<file path="config.mk">
export PLATFORM = sky130hd
export DESIGN_NAME = fida_ctrl
export DESIGN_NICKNAME = d
export VERILOG_FILES = /design/src/rtl/fida_pkg.sv /design/src/rtl/fida_ctrl.sv
export SDC_FILE = /design/constraint.sdc
export NUM_CORES = 1
export LEC_CHECK = 0
export ABC_CLOCK_PERIOD_IN_PS = 1600
export BUFFER_PORTS_ARGS = -buffer_cell sky130_fd_sc_hd__buf_2
export CAP_MARGIN = 15
export CORE_AREA = 2 2 39 41
export CTS_BUF_LIST = sky130_fd_sc_hd__clkbuf_16
export CTS_CLUSTER_DIAMETER = 40
export CTS_CLUSTER_SIZE = 20
export DETAILED_ROUTE_END_ITERATION = 16
export DIE_AREA = 0 0 41 43
export GPL_TIMING_DRIVEN = 0
export HOLD_SLACK_MARGIN = 0.05
export PLACE_DENSITY = 0.66
export SLEW_MARGIN = 20
export SYNTH_ARGS = -nofsm -noshare
export SYNTH_HDL_FRONTEND = slang
export SYNTH_SLANG_ARGS = --single-unit
export TNS_END_PERCENT = 30
</file>
<file path="constraint.sdc">
create_clock -name aclk -period 1.6 [get_ports aclk]
set_input_delay 0.16 -clock aclk [delete_from_list [all_inputs] [get_ports aclk]]
set_output_delay 0.16 -clock aclk [all_outputs]
set_load 0.05 [all_outputs]
</file>
<file path="src/rtl/fida_pkg.sv">
// Package for the flow id allocator: request codes, payload structs,
// controller/datapath command and status types, FSM states.
// No dependencies.
package fida_pkg;

    localparam int ID_SLOTS = 1024;
    localparam int ID_W     = 10;
    localparam int TAG_W    = 32;
    localparam int CNT_W    = 10;

    typedef enum logic [1:0] {
        REQ_ALLOC = 2'd0,
        REQ_FREE  = 2'd1,
        REQ_SET   = 2'd2,
        REQ_GET   = 2'd3
    } req_e;

    typedef enum logic [2:0] {
        ST_INIT,
        ST_IDLE,
        ST_ALLOC,
        ST_UNLINK,
        ST_APPEND,
        ST_RESP
    } state_e;

    typedef struct packed {
        logic [1:0]      req_type;
        logic [ID_W-1:0] flow_id;
        logic [TAG_W-1:0] tag_in;
    } in_t;

    typedef struct packed {
        logic [ID_W-1:0]  alloc_id;
        logic [TAG_W-1:0] tag_out;
        logic [CNT_W-1:0] used_count;
    } out_t;

    // controller -> datapath
    typedef struct packed {
        logic init_step;
        logic cap;
        logic alloc;
        logic unlink;
        logic append;
        logic load_out;
    } cmd_t;

    // datapath -> controller
    typedef struct packed {
        logic init_last;
        logic out_busy;
    } stat_t;

    // id 0 is reserved, ids at or above the slot count do not exist
    function automatic logic id_ok(input logic [ID_W-1:0] id);
        return (id != '0) && (32'(id) < ID_SLOTS);
    endfunction

endpackage

</file>
<file path="src/rtl/fida_ctrl.sv">
// Sequencing FSM for the id allocator: clearing pass, request dispatch,
// list update steps and result hand-off. Depends on fida_pkg.
module fida_ctrl (
    input  logic           aclk,
    input  logic           aresetn,
    input  logic           s_valid,
    input  fida_pkg::in_t  s_data,
    output logic           s_ready,
    input  fida_pkg::stat_t stat,
    output fida_pkg::cmd_t cmd
);

    fida_pkg::state_e state_reg, state_next;

    always_ff @(posedge aclk) begin
        if (!aresetn) begin
            state_reg <= fida_pkg::ST_INIT;
        end else begin
            state_reg <= state_next;
        end
    end

    always_comb begin
        state_next = state_reg;
        cmd        = '0;
        s_ready    = 1'b0;
        unique case (state_reg)
            fida_pkg::ST_INIT: begin
                cmd.init_step = 1'b1;
                if (stat.init_last) begin
                    state_next = fida_pkg::ST_IDLE;
                end
            end
            fida_pkg::ST_IDLE: begin
                s_ready = 1'b1;
                if (s_valid) begin
                    cmd.cap = 1'b1;
                    unique case (s_data.req_type)
                        fida_pkg::REQ_ALLOC: state_next = fida_pkg::ST_ALLOC;
                        fida_pkg::REQ_FREE: begin
                            if (fida_pkg::id_ok(s_data.flow_id)) begin
                                state_next = fida_pkg::ST_UNLINK;
                            end else begin
                                state_next = fida_pkg::ST_RESP;
                            end
                        end
                        default: state_next = fida_pkg::ST_RESP;
                    endcase
                end
            end
            fida_pkg::ST_ALLOC: begin
                cmd.alloc  = 1'b1;
                state_next = fida_pkg::ST_RESP;
            end
            fida_pkg::ST_UNLINK: begin
                cmd.unlink = 1'b1;
                state_next = fida_pkg::ST_APPEND;
            end
            fida_pkg::ST_APPEND: begin
                cmd.append = 1'b1;
                state_next = fida_pkg::ST_RESP;
            end
            fida_pkg::ST_RESP: begin
                if (!stat.out_busy) begin
                    cmd.load_out = 1'b1;
                    state_next   = fida_pkg::ST_IDLE;
                end
            end
            default: state_next = fida_pkg::ST_INIT;
        endcase
    end

endmodule

</file>
==> results of run 1 <==
[placed cells by master (no fill, tap or decap), drive strengths merged, types with 2 or more instances in the layout]
cell type,netlist,layout
dfxtp,3,3
inv,2,3
a21oi,3,3
clkbuf,0,3
nor4,2,2
nor3b,4,4
nor2,4,4
buf,0,23
nand2b,3,3
[routing by layer]
metal | up-vias | share of wire
li1 | 167 | -
met1 | 131 | 0.47
met2 | 24 | 0.42
met3 | 0 | 0.11
met4 | 0 | 0
met5 | - | 0
[metrics by stage]
stage | power (mW) | utilization | instance area, sq um | instances
after floorplan | 0.180 | - | 235 | 30
after global placement | 0.221 | 0.268 | 370 | 69
after detailed placement | 0.222 | 0.268 | 370 | 69
after CTS | 0.623 | 0.325 | 449 | 73
after global routing | 0.642 | 0.325 | 449 | 73
final | 0.615 | 0.325 | 449 | 73
[power by group]
group,internal [mW],switching (mW)
Sequential,0.0819,0.0129
Clock,0.322,0.0707
Combinational,0.0446,0.0821
Total,0.449,0.166
[worst min-delay path by stage]
stage | to | start
floorplan | state_reg[2] | aresetn
global placement | state_reg[0] | aresetn
detailed placement | state_reg[2] | aresetn
CTS | state_reg[2] | aresetn
global route | state_reg[2] | aresetn
finish | state_reg[2] | aresetn
[tightest hold or removal path, delay by kind of cell]
kind / cells / cell delay [ns]
buffers and inverters: 2 / 0.15
AOI/OAI and AO/OA: 1 / 0.04
[cell type report]
class	count	area, sq um
timing repair buffer	23	115
clock buffer	3	75.1
sequential	3	60.1
tap	16	20.0
fill	152	935
clock inverter	1	3.75
inverter	2	7.51
multi-input combinational	25	168
[logic make-up after synthesis]
logic type	count (synthesis)
simple gates	18
compound gates	7
buf+inv	2
flops	3
==> flow_summary.ini, run 1 <==
[drt]
drtPass1Iterations = 2
wirelength_microns = 750
drtIter0Drc = 2
wl_per_cell_microns = 10.3
drc_errors = 0
vias = 322
antenna_left = 0
vias_per_cell = 4.41

[clocking]
htreeDepth = 1
clk_latency_ns = 0.22
cts_tree = built
cts_setup_buffers = 0
clk_pin_slew_ns = 0.03
clockBufferDepth = 2
hold_buffers = 0
cts_made_buffers = 3
cts-root-buf = clkbuf_16
cts.sinks = 3
cts_resized = 0

[synthesis]
ys.flop_type = dfxtp_1
async_flop_share = 0
avgSynthCellArea_sq_um = 7.67
synth-xor-area-share = 0
synth_top_cell_area_share = 0.261
synth_commonest_cells = nor2_1 (4), a21oi_1 (3), dfxtp_1 (3), nor3b_1 (3)
synth-compound-area-share = 0.196
synth_mux_area_frac = 0
synthCells = 30
yosysTopAreaCell = dfxtp_1
synth-seq-cells = 3
seq_area_frac_synth = 0.261
synth.net_count = 79
synth.most_common_cell = nor2_1
synth_top_family_by_area = simple AND/OR/NAND/NOR gates
synth_cell_types = 18
yosys_warnings = 0
synth_simple_gate_area_frac = 0.511
synth_edf_count = 0
syn_area_sq_um = 230
synth_fa_ha_area_frac = 0
synth.area.top_cells = dfxtp_1 (26%), nor3b_1 (9.8%), a21oi_1 (6.5%)

[placement]
gp_congestion = 0.778
io_buffers = 23
hpwl_microns = 592
post-place-ws_ns = 0.338

[flow_run]
cap_viol_max_count = 0

[status]
status = completed

[layout]
area_delta_synth_final_pct = 95.1
fin_nets = 107
drive_gt1_frac = 0.509
largest_register_ffs = 3
antenna-diode-count = 0

[setup_path]
worstPathArrival_ns = 1.34
critPathMaxFanout = 7
required_ns = 1.44
cp.depth = 3
crit_path_top_delay_cell = dfxtp_1
timing.rr.end = state_reg[0]
crit_chain = nand2b_2 > nor3b_2 > buf_2
startpoint_type = register
endpoint_kind = output pin
worstSetupStartpoint = state_reg[0]
crit_buf_inv = 1
worst_path_largest_cell_delay_ns = 0.45
r2r_cells = 3
r2r_start = state_reg[2]
r2r_slack_ns = 0.48
path_delay_family = flip-flops
path_class = register to output pin
critPathCapture = cmd[4]

[grt]
grt_overflow = 0
grt_usage = 0.108
grtUsageMet2 = 0.144
met1_usage = 0.129
grt_max_degree = 10
first_global_vias = 316
use_met3 = 0.0366
grt_antenna_before_repair = 0
busiest_layer = met2
grt_pass1_wl_microns = 1240

[sta]
worst_slack_ns = 0.105
fin_skew_ns = 0.00190
hold_slack_ns = 0.183
tightest_slew_ns = 0.277
setup_viol = 0
fin_crit_sh = 0.935
relSlewSlack = 0.815
slew_violations = 0
min_period_ns = 1.50
fmax_mhz = 669
grt_setup_unrepaired = false
hold_viol_final = 0
tns_ns = 0

[power]
powerDensity_mw_per_mm2 = 1370
leakage_nw = 0.223
ir_drop_uv = 416

[floorplan]
die_h_microns = 43
coreArea_sq_mm = 0.00138
ios = 56
die_w_microns = 41
rows = 14
start_util = 0.166
die_area_sq_mm = 0.00176

[worst_hold_path]
min_path_cells = 3
hp-class = input port to register
(Power assumes the default switching activity.)
==> run 2: changes to the inputs <==
Settings changed: RECOVER_POWER from default to 50.
==> run 2 against run 1 <==
Net effect:
- non-clock buffer count stayed put
- clock-buffer cell count stayed put
- sequential power hardly changed
- worst hold slack stayed put
- clock skew stayed put
- wire length stayed put
- largest cell class unchanged
- sequential share of layout area stayed put
- combinational power hardly changed
- utilization stayed put
- maximum frequency stayed put
- final cell count stayed put
==> flow_summary.ini, run 2 (synthesis results as in run 1) <==
[clocking]
htreeDepth = 1
clk_latency_ns = 0.22
clockBufferDepth = 2
hold_buffers = 0
cts-root-buf = clkbuf_16
cts_made_buffers = 3
cts.sinks = 3
cts_tree = built
cts_setup_buffers = 0
cts_resized = 0
clk_pin_slew_ns = 0.03

[floorplan]
die_w_microns = 41
rows = 14
die_area_sq_mm = 0.00176
die_h_microns = 43
ios = 56
coreArea_sq_mm = 0.00138
start_util = 0.166

[sta]
fin_crit_sh = 0.935
slew_violations = 0
hold_viol_final = 0
fmax_mhz = 669
fin_skew_ns = 0.00190
grt_setup_unrepaired = false
worst_slack_ns = 0.105
hold_slack_ns = 0.183
min_period_ns = 1.50
tightest_slew_ns = 0.277
tns_ns = 0
setup_viol = 0
relSlewSlack = 0.815

[worst_hold_path]
hp-class = input port to register
holdPathEnd = state_reg[2]
holdCritStartpoint = aresetn
min_path_cells = 3

[grt]
grt_pass1_wl_microns = 1240
first_global_vias = 316
grt_antenna_before_repair = 0
grt_usage = 0.108
grt_max_degree = 10
grt_overflow = 0

[layout]
multi_input_comb_area_sq_um = 168
area_delta_synth_final_pct = 95.1
fin_nets = 107
fillers = 152
final_common_cell = buf_2
largest_register_ffs = 3
antenna-diode-count = 0
utilization = 0.325
final_cell_mix = buf_2 (22), nor2_1 (4)
drive_gt1_frac = 0.509
seq_area_sq_um = 60.1

[setup_path]
timing.rr.end = state_reg[0]
r2r_slack_ns = 0.48
crit_chain = nand2b_2 > nor3b_2 > buf_2
worstPathArrival_ns = 1.34
path_class = register to output pin
r2r_start = state_reg[2]
critPathMaxFanout = 7
endpoint_kind = output pin
worst_path_largest_cell_delay_ns = 0.45
r2r_cells = 3
required_ns = 1.44
crit_path_top_delay_cell = dfxtp_1
startpoint_type = register

[drt]
wl_per_cell_microns = 10.3
drtIter0Drc = 2
wirelength_microns = 750
vias = 322
drtPass1Iterations = 2
antenna_left = 0
vias_per_cell = 4.41
drc_errors = 0

[placement]
io_buffers = 23
gp_congestion = 0.778
hpwl_microns = 592
post-place-ws_ns = 0.338

[power]
ir_drop_uv = 416
powerDensity_mw_per_mm2 = 1370
total_power_mw = 0.615
leakage_nw = 0.224

[status]
status = completed

[flow_run]
cap_viol_max_count = 0
==> run 2: cell types whose count changed in the layout (fill, tap and decap cells not counted) <==
cell      change
clkbuf_2      +1
buf_2         -1
==> run 2: critical path, delay by kind of cell (launching register included) <==
| family | cells | cell delay [ns] |
|---|---|---|
| buffers and inverters | 1 | 0.29 |
| AND/OR/NAND/NOR | 2 | 0.36 |
| flip-flops | 1 | 0.45 |
==> run 2: per-stage QoR <==
stage	std cells	cell area [sq um]
CTS	73	449
global placement	69	370
floorplan	30	235
finish	73	449
detailed placement	69	370
global route	73	449
==> run 2: layer usage <==
metal  wire length (microns)  vias to the layer above  share of wire  track usage
met1                     350                      131           0.47        0.129
met4                       0                        0              0        0.100
met2                     317                       24           0.42        0.144
li1                        -                      167              -            -
met3                      83                        0           0.11       0.0366
met5                       0                        -              0            0
==> run 2: final cells by class <==
class	instances	area share
multi-input combinational	25	0.373
timing repair buffer	23	0.256
clock buffer	3	0.167
sequential	3	0.134
tap	16	0.0446
inverter	2	0.0167
clock inverter	1	0.00836
==> run 2: report_power, final <==
part | internal [mW] | switching (mW) | total (mW) | leakage (nW)
combinational | 0.0445 | 0.0823 | 0.127 | 0.157
clock | 0.322 | 0.0707 | 0.393 | 0.0423
sequential | 0.0819 | 0.0129 | 0.0948 | 0.0246
==> run 2: worst max path at each step <==
| stage | from | end | cells past startpoint |
|---|---|---|---|
| after global placement | state_reg[1] | cmd[4] | 3 |
| after floorplan | state_reg[2] | cmd[1] | 1 |
| after detailed placement | state_reg[1] | cmd[4] | 3 |
| after CTS | state_reg[0] | cmd[4] | 3 |
| after global routing | state_reg[0] | cmd[4] | 3 |
| final | state_reg[0] | cmd[4] | 3 |
